$ cat config.mk
export PLATFORM = sky130hd
export DESIGN_NAME = button_gesture_sleep_controller
export DESIGN_NICKNAME = d
export VERILOG_FILES = /design/src/rtl/core/bgsc_pkg.sv /design/src/rtl/core/button_gesture_sleep_controller.sv /design/src/rtl/core/bgsc_step.sv
export VERILOG_INCLUDE_DIRS = /design/src /design/src/rtl/core
export SDC_FILE = /design/constraint.sdc
export NUM_CORES = 2
export LEC_CHECK = 0
export BUFFER_PORTS_ARGS = -buffer_cell sky130_fd_sc_hd__buf_2
export CAP_MARGIN = 25
export CORE_ASPECT_RATIO = 0.9
export CORE_UTILIZATION = 65
export CTS_CLUSTER_SIZE = 20
export DETAILED_ROUTE_END_ITERATION = 6
export GPL_TIMING_DRIVEN = 0
export HOLD_SLACK_MARGIN = 0.1
export PLACE_DENSITY = 0.89
export SYNTH_ARGS = -nofsm -noshare
export SYNTH_HDL_FRONTEND = slang
export SYNTH_HIERARCHICAL = 1
export SYNTH_SLANG_ARGS = --single-unit
$ cat constraint.sdc
create_clock -name clk -period 36 [get_ports clk]
set_input_delay 5.4 -clock clk [delete_from_list [all_inputs] [get_ports clk]]
set_output_delay 5.4 -clock clk [all_outputs]
set_load 0.02 [all_outputs]
$ cat src/rtl/core/button_gesture_sleep_controller_defines.svh
// ----------------------------------------------------------------------------
// button gesture sleep controller assertion macros
// concurrent check wrappers, empty under synthesis
// ----------------------------------------------------------------------------
`ifndef BUTTON_GESTURE_SLEEP_CONTROLLER_DEFINES_SVH
`define BUTTON_GESTURE_SLEEP_CONTROLLER_DEFINES_SVH

`ifndef SYNTHESIS
`define BGSC_ASSERT(lbl, cond, msg) \
	lbl: assert property (@(posedge clk) disable iff (!arst_n) (cond)) else $error(msg);
`define BGSC_ASSERT_IMP(lbl, ante, cons, msg) \
	lbl: assert property (@(posedge clk) disable iff (!arst_n) (ante) |-> (cons)) \
		else $error(msg);
`define BGSC_ASSERT_NXT(lbl, ante, cons, msg) \
	lbl: assert property (@(posedge clk) disable iff (!arst_n) (ante) |=> (cons)) \
		else $error(msg);
`else
`define BGSC_ASSERT(lbl, cond, msg)
`define BGSC_ASSERT_IMP(lbl, ante, cons, msg)
`define BGSC_ASSERT_NXT(lbl, ante, cons, msg)
`endif

`endif

$ cat src/rtl/core/bgsc_pkg.sv
// ----------------------------------------------------------------------------
// bgsc_pkg
// shared types, codes and constants of the button gesture sleep controller
// ----------------------------------------------------------------------------
`timescale 1ns / 1ps
`default_nettype none

package bgsc_pkg;

	localparam int unsigned CFG_W = 16;
	localparam int unsigned IDLE_W = 11;
	localparam int unsigned IDX_W = 3;
	localparam int unsigned TIME_W = 32;
	localparam int unsigned SECS_W = 8;

	localparam logic [CFG_W-1:0] COMBO_HOLD_RST = 16'd5000;
	localparam logic [CFG_W-1:0] LONG_PRESS_RST = 16'd10000;
	localparam logic [CFG_W-1:0] SCREEN_OFF_RST = 16'd2000;
	localparam logic [CFG_W-1:0] SHORT_MIN_RST = 16'd50;
	localparam logic [CFG_W-1:0] LONG_CD_RST = 16'd5000;
	localparam logic [CFG_W-1:0] SHORT_CD_RST = 16'd3000;
	localparam logic [CFG_W-1:0] FACTORY_HOLD_RST = 16'd2000;

	localparam int unsigned MS_PER_MIN = 60 * 1000;
	localparam int unsigned IDLE_PROD_W = 27;

	// ceil-seconds: (x + 999) / 1000 via reciprocal, exact for x + 999 below 2^17
	localparam int unsigned NUM_W = 17;
	localparam int unsigned DIV_K_W = 18;
	localparam int unsigned DIV_SHIFT = 27;
	localparam logic [NUM_W-1:0] ROUND_UP = 17'd999;
	localparam logic [DIV_K_W-1:0] DIV_K = 18'd134218;
	localparam int unsigned PROD_W = NUM_W + DIV_K_W;

	localparam logic [SECS_W-1:0] NOT_SHOWN = '1;

	typedef enum logic [IDX_W-1:0] {
		REG_COMBO_HOLD   = 3'd0,
		REG_LONG_PRESS   = 3'd1,
		REG_SCREEN_OFF   = 3'd2,
		REG_SHORT_MIN    = 3'd3,
		REG_LONG_CD      = 3'd4,
		REG_SHORT_CD     = 3'd5,
		REG_FACTORY_HOLD = 3'd6,
		REG_IDLE_MIN     = 3'd7
	} reg_idx_t;

	typedef enum logic [2:0] {
		MODE_NORMAL = 3'b001,
		MODE_COMBO  = 3'b010,
		MODE_ARMED  = 3'b100
	} mode_t;

	typedef enum logic [2:0] {
		ACT_NONE    = 3'd0,
		ACT_BL_OFF  = 3'd1,
		ACT_LIGHT   = 3'd2,
		ACT_DEEP    = 3'd3,
		ACT_REBOOT  = 3'd4,
		ACT_FACTORY = 3'd5
	} act_t;

	typedef enum logic [2:0] {
		KIND_SCREEN_OFF = 3'd0,
		KIND_LIGHT      = 3'd1,
		KIND_DEEP       = 3'd2,
		KIND_REBOOT     = 3'd3,
		KIND_FACTORY    = 3'd4
	} kind_t;

	typedef struct packed {
		logic [CFG_W-1:0]  combo_hold;
		logic [CFG_W-1:0]  long_press;
		logic [CFG_W-1:0]  screen_off;
		logic [CFG_W-1:0]  short_min;
		logic [CFG_W-1:0]  long_cd;
		logic [CFG_W-1:0]  short_cd;
		logic [CFG_W-1:0]  factory_hold;
		logic [TIME_W-1:0] idle_limit;
	} cfg_t;

	typedef struct packed {
		mode_t             mode;
		act_t              pend;
		logic [TIME_W-1:0] mode_start;
		logic [SECS_W-1:0] shown_cd;
		logic [SECS_W-1:0] shown_fs;
		logic              released;
		logic              fh_active;
		logic [TIME_W-1:0] fh_start;
		logic              key_seen;
		logic [TIME_W-1:0] key_start;
		logic              key_long;
		logic              key_wake;
		logic              boot_seen;
		logic [TIME_W-1:0] boot_start;
		logic              boot_long;
		logic              boot_wake;
		logic              lit;
		logic [TIME_W-1:0] last_int;
		logic              ls_cycle;
	} state_t;

	typedef struct packed {
		act_t              action;
		logic              rotate;
		logic              toggle;
		logic              wake;
		logic              redraw;
		logic              show;
		kind_t             kind;
		logic [SECS_W-1:0] secs;
		logic              active;
		logic              lit;
	} res_t;

endpackage

`default_nettype wire

$ cat src/rtl/core/button_gesture_sleep_controller.sv
// ----------------------------------------------------------------------------
// button_gesture_sleep_controller
// button gestures, cancellable countdowns and sleep requests, one tick a beat
//
//   channel | dir | handshake            | beat
//   tick    | in  | in_valid / in_ready  | now_ms, boot_down, key_down
//   result  | out | out_valid / out_ready| action .. backlight_on
//   config  | in  | cfg_wen              | cfg_index, cfg_wdata
//
// one tick per cycle sustained while results are taken; a result is valid once
// its tick has moved from the tick register into the result register
// the tick register feeds one pass of logic that updates the gesture state
// and loads the result register in the same cycle
// a stalled result holds the tick register; a new tick still enters when
// the held tick moves on in that cycle
// reset initialises config, valid and state registers only, no clearing pass
// ----------------------------------------------------------------------------
`timescale 1ns / 1ps
`default_nettype none
`include "button_gesture_sleep_controller_defines.svh"

module button_gesture_sleep_controller
	import bgsc_pkg::*;
(
	input  logic              clk,
	input  logic              arst_n,
	input  logic              in_valid,
	output logic              in_ready,
	input  logic [TIME_W-1:0] now_ms,
	input  logic              boot_down,
	input  logic              key_down,
	output logic              out_valid,
	input  logic              out_ready,
	output logic [2:0]        action,
	output logic              rotate_pulse,
	output logic              toggle_view_pulse,
	output logic              wake_pulse,
	output logic              redraw_pulse,
	output logic              show_countdown,
	output logic [2:0]        countdown_kind,
	output logic [SECS_W-1:0] countdown_secs,
	output logic              mode_active,
	output logic              backlight_on,
	input  logic              cfg_wen,
	input  logic [IDX_W-1:0]  cfg_index,
	input  logic [CFG_W-1:0]  cfg_wdata
);

	cfg_t                   cfg_q;
	logic [IDLE_PROD_W-1:0] idle_prod;
	state_t                 st_q;
	state_t                 st_nxt;
	res_t                   res_nxt;
	res_t                   res_q;
	logic                   out_valid_q;
	logic                   valid_s1;
	logic [TIME_W-1:0]      now_s1;
	logic                   boot_s1;
	logic                   key_s1;
	logic                   adv;

	assign adv = valid_s1 && (!out_valid_q || out_ready);
	assign in_ready = !valid_s1 || adv;

	// config registers
	assign idle_prod = IDLE_PROD_W'(cfg_wdata[IDLE_W-1:0]) * IDLE_PROD_W'(MS_PER_MIN);

	always_ff @(posedge clk or negedge arst_n) begin
		if (!arst_n) begin
			cfg_q.combo_hold <= COMBO_HOLD_RST;
			cfg_q.long_press <= LONG_PRESS_RST;
			cfg_q.screen_off <= SCREEN_OFF_RST;
			cfg_q.short_min <= SHORT_MIN_RST;
			cfg_q.long_cd <= LONG_CD_RST;
			cfg_q.short_cd <= SHORT_CD_RST;
			cfg_q.factory_hold <= FACTORY_HOLD_RST;
			cfg_q.idle_limit <= '0;
		end else if (cfg_wen) begin
			unique case (reg_idx_t'(cfg_index))
				REG_COMBO_HOLD:   cfg_q.combo_hold <= cfg_wdata;
				REG_LONG_PRESS:   cfg_q.long_press <= cfg_wdata;
				REG_SCREEN_OFF:   cfg_q.screen_off <= cfg_wdata;
				REG_SHORT_MIN:    cfg_q.short_min <= cfg_wdata;
				REG_LONG_CD:      cfg_q.long_cd <= cfg_wdata;
				REG_SHORT_CD:     cfg_q.short_cd <= cfg_wdata;
				REG_FACTORY_HOLD: cfg_q.factory_hold <= cfg_wdata;
				REG_IDLE_MIN:     cfg_q.idle_limit <= TIME_W'(idle_prod);
			endcase
		end
	end

	// tick register
	always_ff @(posedge clk or negedge arst_n) begin
		if (!arst_n) begin
			valid_s1 <= 1'b0;
		end else if (in_ready) begin
			valid_s1 <= in_valid;
		end
	end

	always_ff @(posedge clk) begin
		if (in_valid && in_ready) begin
			now_s1 <= now_ms;
			boot_s1 <= boot_down;
			key_s1 <= key_down;
		end
	end

	bgsc_step u_step (
		.st        (st_q),
		.cfg       (cfg_q),
		.now_ms    (now_s1),
		.boot_down (boot_s1),
		.key_down  (key_s1),
		.nxt       (st_nxt),
		.res       (res_nxt)
	);

	// gesture state
	always_ff @(posedge clk or negedge arst_n) begin
		if (!arst_n) begin
			st_q <= '{mode: MODE_NORMAL, pend: ACT_NONE, shown_cd: NOT_SHOWN,
				shown_fs: NOT_SHOWN, lit: 1'b1, default: '0};
		end else if (adv) begin
			st_q <= st_nxt;
		end
	end

	// result register
	always_ff @(posedge clk or negedge arst_n) begin
		if (!arst_n) begin
			out_valid_q <= 1'b0;
		end else if (adv) begin
			out_valid_q <= 1'b1;
		end else if (out_ready) begin
			out_valid_q <= 1'b0;
		end
	end

	always_ff @(posedge clk) begin
		if (adv) begin
			res_q <= res_nxt;
		end
	end

	assign out_valid = out_valid_q;
	assign action = res_q.action;
	assign rotate_pulse = res_q.rotate;
	assign toggle_view_pulse = res_q.toggle;
	assign wake_pulse = res_q.wake;
	assign redraw_pulse = res_q.redraw;
	assign show_countdown = res_q.show;
	assign countdown_kind = res_q.kind;
	assign countdown_secs = res_q.secs;
	assign mode_active = res_q.active;
	assign backlight_on = res_q.lit;

	`BGSC_ASSERT(a_mode_onehot, $onehot(st_q.mode), "gesture mode not one-hot")
	`BGSC_ASSERT_IMP(a_pend_idle, st_q.mode != MODE_ARMED, st_q.pend == ACT_NONE, "pending action outside armed mode")
	`BGSC_ASSERT_IMP(a_cd_quiet, out_valid_q && !res_q.show, res_q.kind == KIND_SCREEN_OFF && res_q.secs == '0, "countdown fields set without show")
	`BGSC_ASSERT_IMP(a_redraw_alone, out_valid_q && res_q.redraw, res_q.action == ACT_NONE && res_q.active, "redraw with an action")
	`BGSC_ASSERT_NXT(a_adv_loads, adv, out_valid_q, "advanced tick left no result")

endmodule

`default_nettype wire

$ cat src/rtl/core/bgsc_step.sv
// ----------------------------------------------------------------------------
// bgsc_step
// one tick of gesture, countdown and sleep logic: state in, next state and
// result out
// ----------------------------------------------------------------------------
`timescale 1ns / 1ps
`default_nettype none

module bgsc_step
	import bgsc_pkg::*;
(
	input  state_t            st,
	input  cfg_t              cfg,
	input  logic [TIME_W-1:0] now_ms,
	input  logic              boot_down,
	input  logic              key_down,
	output state_t            nxt,
	output res_t              res
);

	logic              reboot_c;
	logic              fh_now;
	logic [TIME_W-1:0] fh_start_c;
	logic [TIME_W-1:0] held_c;
	logic [CFG_W-1:0]  dur_c;
	logic [TIME_W-1:0] elapsed_c;
	logic [NUM_W-1:0]  num;
	logic [PROD_W-1:0] prod;
	logic [SECS_W-1:0] secs_c;

	function automatic state_t arm_f(state_t s, act_t what, logic wait_rel,
		logic [TIME_W-1:0] t);
		state_t o;
		o = s;
		o.mode = MODE_ARMED;
		o.pend = what;
		o.mode_start = t;
		o.shown_cd = NOT_SHOWN;
		o.shown_fs = NOT_SHOWN;
		o.fh_active = 1'b0;
		o.released = !wait_rel;
		o.lit = 1'b1;
		return o;
	endfunction

	function automatic kind_t pend_kind(act_t p);
		kind_t k;
		unique case (p)
			ACT_LIGHT:  k = KIND_LIGHT;
			ACT_DEEP:   k = KIND_DEEP;
			ACT_REBOOT: k = KIND_REBOOT;
			default:    k = KIND_SCREEN_OFF;
		endcase
		return k;
	endfunction

	// remaining-time numerator and seconds, rounded up
	always_comb begin
		reboot_c = (st.pend == ACT_REBOOT);
		fh_now = reboot_c && boot_down;
		fh_start_c = st.fh_active ? st.fh_start : now_ms;
		held_c = now_ms - fh_start_c;
		dur_c = (st.pend == ACT_DEEP || reboot_c) ? cfg.long_cd : cfg.short_cd;
		elapsed_c = now_ms - st.mode_start;
		if (fh_now) begin
			num = ({1'b0, cfg.factory_hold} - {1'b0, held_c[CFG_W-1:0]}) + ROUND_UP;
		end else begin
			num = ({1'b0, dur_c} - {1'b0, elapsed_c[CFG_W-1:0]}) + ROUND_UP;
		end
	end

	assign prod = PROD_W'(num) * PROD_W'(DIV_K);
	assign secs_c = prod[DIV_SHIFT+SECS_W-1:DIV_SHIFT];

	always_comb begin
		state_t            n;
		res_t              r;
		logic              active;
		logic              any;
		logic              fired;
		logic              cancel;
		logic [TIME_W-1:0] kheld;
		logic [TIME_W-1:0] bheld;
		act_t              a;

		n = st;
		r = '0;
		r.action = ACT_NONE;
		r.kind = KIND_SCREEN_OFF;
		active = 1'b0;
		any = boot_down || key_down;
		fired = 1'b0;
		cancel = 1'b0;
		kheld = now_ms - st.key_start;
		bheld = now_ms - st.boot_start;
		a = st.pend;

		unique case (st.mode)
			MODE_COMBO: begin
				active = 1'b1;
				if (!(boot_down && key_down)) begin
					n.mode = MODE_NORMAL;
					n.key_seen = 1'b0;
					n.boot_seen = 1'b0;
				end else if (elapsed_c >= TIME_W'(cfg.combo_hold)) begin
					n = arm_f(n, ACT_DEEP, 1'b1, now_ms);
				end
			end
			MODE_ARMED: begin
				active = 1'b1;
				if (!any) begin
					n.released = 1'b1;
				end
				if (reboot_c) begin
					if (boot_down) begin
						if (!n.fh_active) begin
							n.fh_active = 1'b1;
							n.fh_start = now_ms;
						end
					end else begin
						n.fh_active = 1'b0;
					end
					if (n.fh_active && held_c >= TIME_W'(cfg.factory_hold)) begin
						r.action = ACT_FACTORY;
						n.mode = MODE_NORMAL;
						n.pend = ACT_NONE;
						n.fh_active = 1'b0;
						fired = 1'b1;
					end
				end
				cancel = reboot_c ? (key_down && n.released) : (any && n.released);
				if (!fired) begin
					if (cancel) begin
						n.mode = MODE_NORMAL;
						n.pend = ACT_NONE;
						n.key_seen = key_down;
						n.boot_seen = boot_down;
						n.key_wake = key_down;
						n.boot_wake = boot_down;
						n.key_start = now_ms;
						n.boot_start = now_ms;
						n.boot_long = 1'b1;
						n.fh_active = 1'b0;
						n.last_int = now_ms;
						r.redraw = 1'b1;
					end else if (elapsed_c >= TIME_W'(dur_c)) begin
						n.mode = MODE_NORMAL;
						n.pend = ACT_NONE;
						unique case (a)
							ACT_BL_OFF: begin
								n.lit = 1'b0;
								r.action = ACT_BL_OFF;
							end
							ACT_LIGHT: begin
								n.lit = 1'b0;
								n.ls_cycle = 1'b1;
								r.action = ACT_LIGHT;
							end
							ACT_DEEP, ACT_REBOOT: begin
								r.action = a;
							end
							default: begin
								r.action = ACT_NONE;
							end
						endcase
					end else if (reboot_c && n.fh_active) begin
						if (secs_c != st.shown_fs) begin
							r.show = 1'b1;
							r.kind = KIND_FACTORY;
							r.secs = secs_c;
							n.shown_fs = secs_c;
							n.shown_cd = NOT_SHOWN;
						end
					end else if (secs_c != st.shown_cd) begin
						r.show = 1'b1;
						r.kind = pend_kind(a);
						r.secs = secs_c;
						n.shown_cd = secs_c;
						n.shown_fs = NOT_SHOWN;
					end
				end
			end
			default: begin
				if (boot_down && key_down) begin
					active = 1'b1;
					n.mode = MODE_COMBO;
					n.mode_start = now_ms;
					n.key_seen = 1'b0;
					n.boot_seen = 1'b0;
				end
			end
		endcase

		if (!active) begin
			// key button
			if (key_down && !n.key_seen) begin
				n.key_start = now_ms;
				n.key_seen = 1'b1;
				n.key_long = 1'b0;
				n.key_wake = !n.lit;
				if (!n.lit) begin
					n.lit = 1'b1;
					n.ls_cycle = 1'b0;
					r.wake = 1'b1;
				end
				n.last_int = now_ms;
			end else if (key_down && !n.key_long && !n.key_wake &&
				kheld >= TIME_W'(cfg.long_press)) begin
				n.key_long = 1'b1;
				n = arm_f(n, ACT_REBOOT, 1'b1, now_ms);
			end else if (!key_down && n.key_seen) begin
				n.key_seen = 1'b0;
				if (!n.key_long && !n.key_wake && kheld >= TIME_W'(cfg.short_min) &&
					kheld < TIME_W'(cfg.long_press)) begin
					r.toggle = 1'b1;
				end
			end
			// boot button
			if (boot_down && !n.boot_seen) begin
				n.boot_start = now_ms;
				n.boot_seen = 1'b1;
				n.boot_long = 1'b0;
				n.boot_wake = !n.lit;
				if (!n.lit) begin
					n.lit = 1'b1;
					n.ls_cycle = 1'b0;
					r.wake = 1'b1;
				end
				n.last_int = now_ms;
			end else if (boot_down && !n.boot_long && !n.boot_wake &&
				bheld >= TIME_W'(cfg.screen_off)) begin
				n.boot_long = 1'b1;
				n = arm_f(n, ACT_BL_OFF, 1'b1, now_ms);
			end else if (!boot_down && n.boot_seen) begin
				n.boot_seen = 1'b0;
				if (!n.boot_long && !n.boot_wake && bheld >= TIME_W'(cfg.short_min) &&
					bheld < TIME_W'(cfg.screen_off)) begin
					r.rotate = 1'b1;
				end
			end
			// idle light sleep
			if (!n.lit && cfg.idle_limit != '0) begin
				if (n.ls_cycle) begin
					r.action = ACT_LIGHT;
				end else if (now_ms - n.last_int >= cfg.idle_limit) begin
					n = arm_f(n, ACT_LIGHT, 1'b0, now_ms);
				end
			end
		end

		r.active = active;
		r.lit = n.lit;
		nxt = n;
		res = r;
	end

endmodule

`default_nettype wire
==> results by group <==
Outcome
  • Outcome: complete, no violations

Worst setup path
  • Critical path type: flop to flop
  • Slowest stage delay, CP: 0.67 ns
  • R2R Path End: st_q[179]
  • FF-to-FF path depth: 54
  • WP data arrival: 16.28 ns
  • Worst Setup SP: st_q[136]
  • Slowest-stage cell, CP: a31oi_1
  • Worst R2R Start: st_q[136]
  • Data required, critical path: 36.49 ns
  • R2R setup slack: 20.21 ns
  • CP max FO: 10
  • CP Capture Type: flop
  • Crit start category: flop
  • Critical Path Sink: st_q[179]

Drt
  • Starting DRT DRC Count: 2943
  • Routed WL per cell: 21.2 um
  • First-pass iteration count of the detailed router: 6
  • DRT antenna net count: 0
  • DRC errors left: 0
  • Final WL: 108000 um
  • Post-DR vias/cell: 6.44
  • DR vias: 32791

Timing
  • Worst slew pin tran: 1.06 ns
  • Setup Total Neg Slack: 0 ns
  • Final Setup Violations: 0
  • RSZ-0062 raised after global routing: false
  • Slew Limit Fails: 0
  • Slew HR: 0.290
  • Skew final: 0.0327 ns
  • Achievable Freq: 63.3 MHz
  • Hold Vio Cnt, Final: 0
  • Period utilization: 0.439
  • Final Critical Period: 15.79 ns

Synthesis
  • Post-Syn Instances: 4128
  • FF+latch count, synth: 383
  • Post-Syn Area: 38300 um^2
  • Sequential area share after synthesis: 0.259
  • Ys flop type: dfrtp_1
  • Top cell type's share of synthesized area: 0.185
  • Synth Warn #: 6
  • Leading area contributor after synthesis: ha_1
  • Top-count cell post-synth: ha_1
  • Async set-reset flop share out of synthesis: 0.856
  • Commonest cells post-synth: ha_1 (568), inv_1 (475), mux2_2 (319)
  • Post-synth EDFFs: 55
  • Post-synth cell types: 108
  • Syn Area/Cell: 9.29 um^2
  • Top cells by area, synth: ha_1 (19%), dfrtp_1 (18%), mux2_2 (9.4%)

Clock network
  • Num Clock Sinks: 383
  • Post-CTS Resized: 0
  • CTS clk-pin slew, worst paths: 0.06 ns
  • CTS buffer count: 43
  • CTS tree: built
  • # H-tree levels: 2
  • Post-CTS setup buffer count: 0
  • Longest Clk Path Bufs: 3
  • CTS Hold Bufs: 0
  • Clock latency on the worst-skew pair: 0.61 ns
  • Clk Tree Root Cell: clkbuf_16

Layout
  • Final nets: 4992
  • Area grow syn2layout: 7.91%
  • Layout cells sized above 1: 0.153

Worst hold path
  • Worst hold path type: flop to flop

Die
  • IO Pins: 81
  • Die outline width: 258 um
  • Std cell rows: 84
  • Die Area: 60000 um^2
  • Core area: 58300 um^2
  • Die Height: 232 um
  • Initial Utilization: 0.657

GRT
  • Tot GR Track Use: 0.359
  • Initial antenna violation count: 1
  • Pin count of the biggest net entering global routing: 122
  • Grt ovf: 0
  • Number of global-route vias before repair: 32504
  • First-pass GRT wire length: 171000 um

Place
  • I/O Buffers: 78
  • DP HPWL: 82100 um
  • Placer Congestion: 0.985

Run
  • Max-Cap Viols: 0
-- worst min path at each step --
| stage | from | slack (ns) | endpoint | cells past startpoint |
|---|---|---|---|---|
| global placement | valid_s1 | 0.46 | out_valid | 1 |
| global route | cfg_q[37] | 0.50 | cfg_q[37] | 2 |
| CTS | cfg_q[37] | 0.49 | cfg_q[37] | 2 |
| detailed placement | cfg_q[54] | 0.47 | cfg_q[54] | 2 |
| finish | cfg_q[37] | 0.48 | cfg_q[37] | 2 |
| floorplan | cfg_q[82] | 0.45 | cfg_q[82] | 2 |
-- cell type report --
cell class,instances,area [um^2]
fill,4178,17000
tap,774,968
multi-input combinational,3171,26200
clock inverter,30,292
antenna,1,2.50
inverter,476,1790
buffer,117,520
clock buffer,50,1120
sequential,383,9930
timing repair buffer,88,568
-- state kept, by name, indices dropped and copies added (netlist names) --
register,count
action,3
backlight_on,1
boot_s1,1
cfg_q,134
countdown_kind,3
countdown_secs,8
key_s1,1
mode_active,1
now_s1,32
out_valid,1
redraw_pulse,1
rotate_pulse,1
show_countdown,1
st_q,192
toggle_view_pulse,1
valid_s1,1
wake_pulse,1
-- metal layers --
metal / wire length, um / GRT usage
met4: 6290 / 0.202
met2: 49900 / 0.597
met5: 9 / 0
met3: 8820 / 0.0549
met1: 43000 / 0.448
-- worst max-delay path: cells and delay by family, from the launching register on --
kind            cells  cell delay (ns)
xor+xnor            2             0.42
simple gates        9             1.85
buf+inv             7             1.98
fa+ha+maj           5             1.80
flops               1             0.34
mux                 3             0.87
compound gates     28             8.33
-- metrics by stage --
step	util	instance area (um^2)	instances	hold WS, ns	setup slack (ns)
6_report	0.709	41400	5090	0.482	20.21
5_1_grt	0.709	41400	5089	0.505	19.56
4_1_cts	0.708	41300	5085	0.487	20.51
3_5_place_dp	0.684	39900	5005	0.471	20.83
3_3_place_gp	0.682	39800	4999	0.455	21.13
2_1_floorplan	-	38400	4147	0.449	24.49
-- cells by family (layout without fill, tap and decap cells) --
logic type,count (synthesis),in the layout,synth area share
DFF,383,383,0.259
and+or+nand+nor,920,920,0.119
buffers and inverters,593,761,0.0602
muxes,442,442,0.130
other,1,21,0.0000978
adders and majority gates,656,656,0.231
AOI/OAI and AO/OA,972,972,0.165
xor gates and xnor gates,161,161,0.0368
-- cells in the final DEF, fill, tap and decap left out, types with 13 or more instances in the layout --
cell type,Yosys,layout
o21bai_1,29,29
edfxtp_1,55,55
mux2_4,30,30
a211oi_1,33,33
xor2_1,53,53
nor3_1,56,56
inv_1,475,475
fa_1,86,86
a21oi_1,248,248
a31oi_1,25,25
dfstp_2,55,55
mux2i_1,93,93
or4_1,13,13
nand3_1,54,54
nor2b_1,38,38
nand2b_1,48,48
or3_1,31,31
clkbuf_16,0,43
or2_2,14,14
nand2_1,286,286
nand4_1,37,37
xnor2_1,108,108
clkbuf_1,75,80
nor4_1,19,18
mux2_2,319,319
conb_1,1,20
a21o_1,118,118
and2_1,31,30
o21a_1,56,56
dfrtp_1,273,273
o21ai_0,238,238
nor2_1,211,211
a21boi_0,13,13
o211ai_1,35,35
buf_2,31,110
o31ai_1,13,13
and3_1,26,26
ha_1,568,568
Power is not shown: default switching activity piles up to over one toggle a cycle in this logic, so the estimate is an artifact.
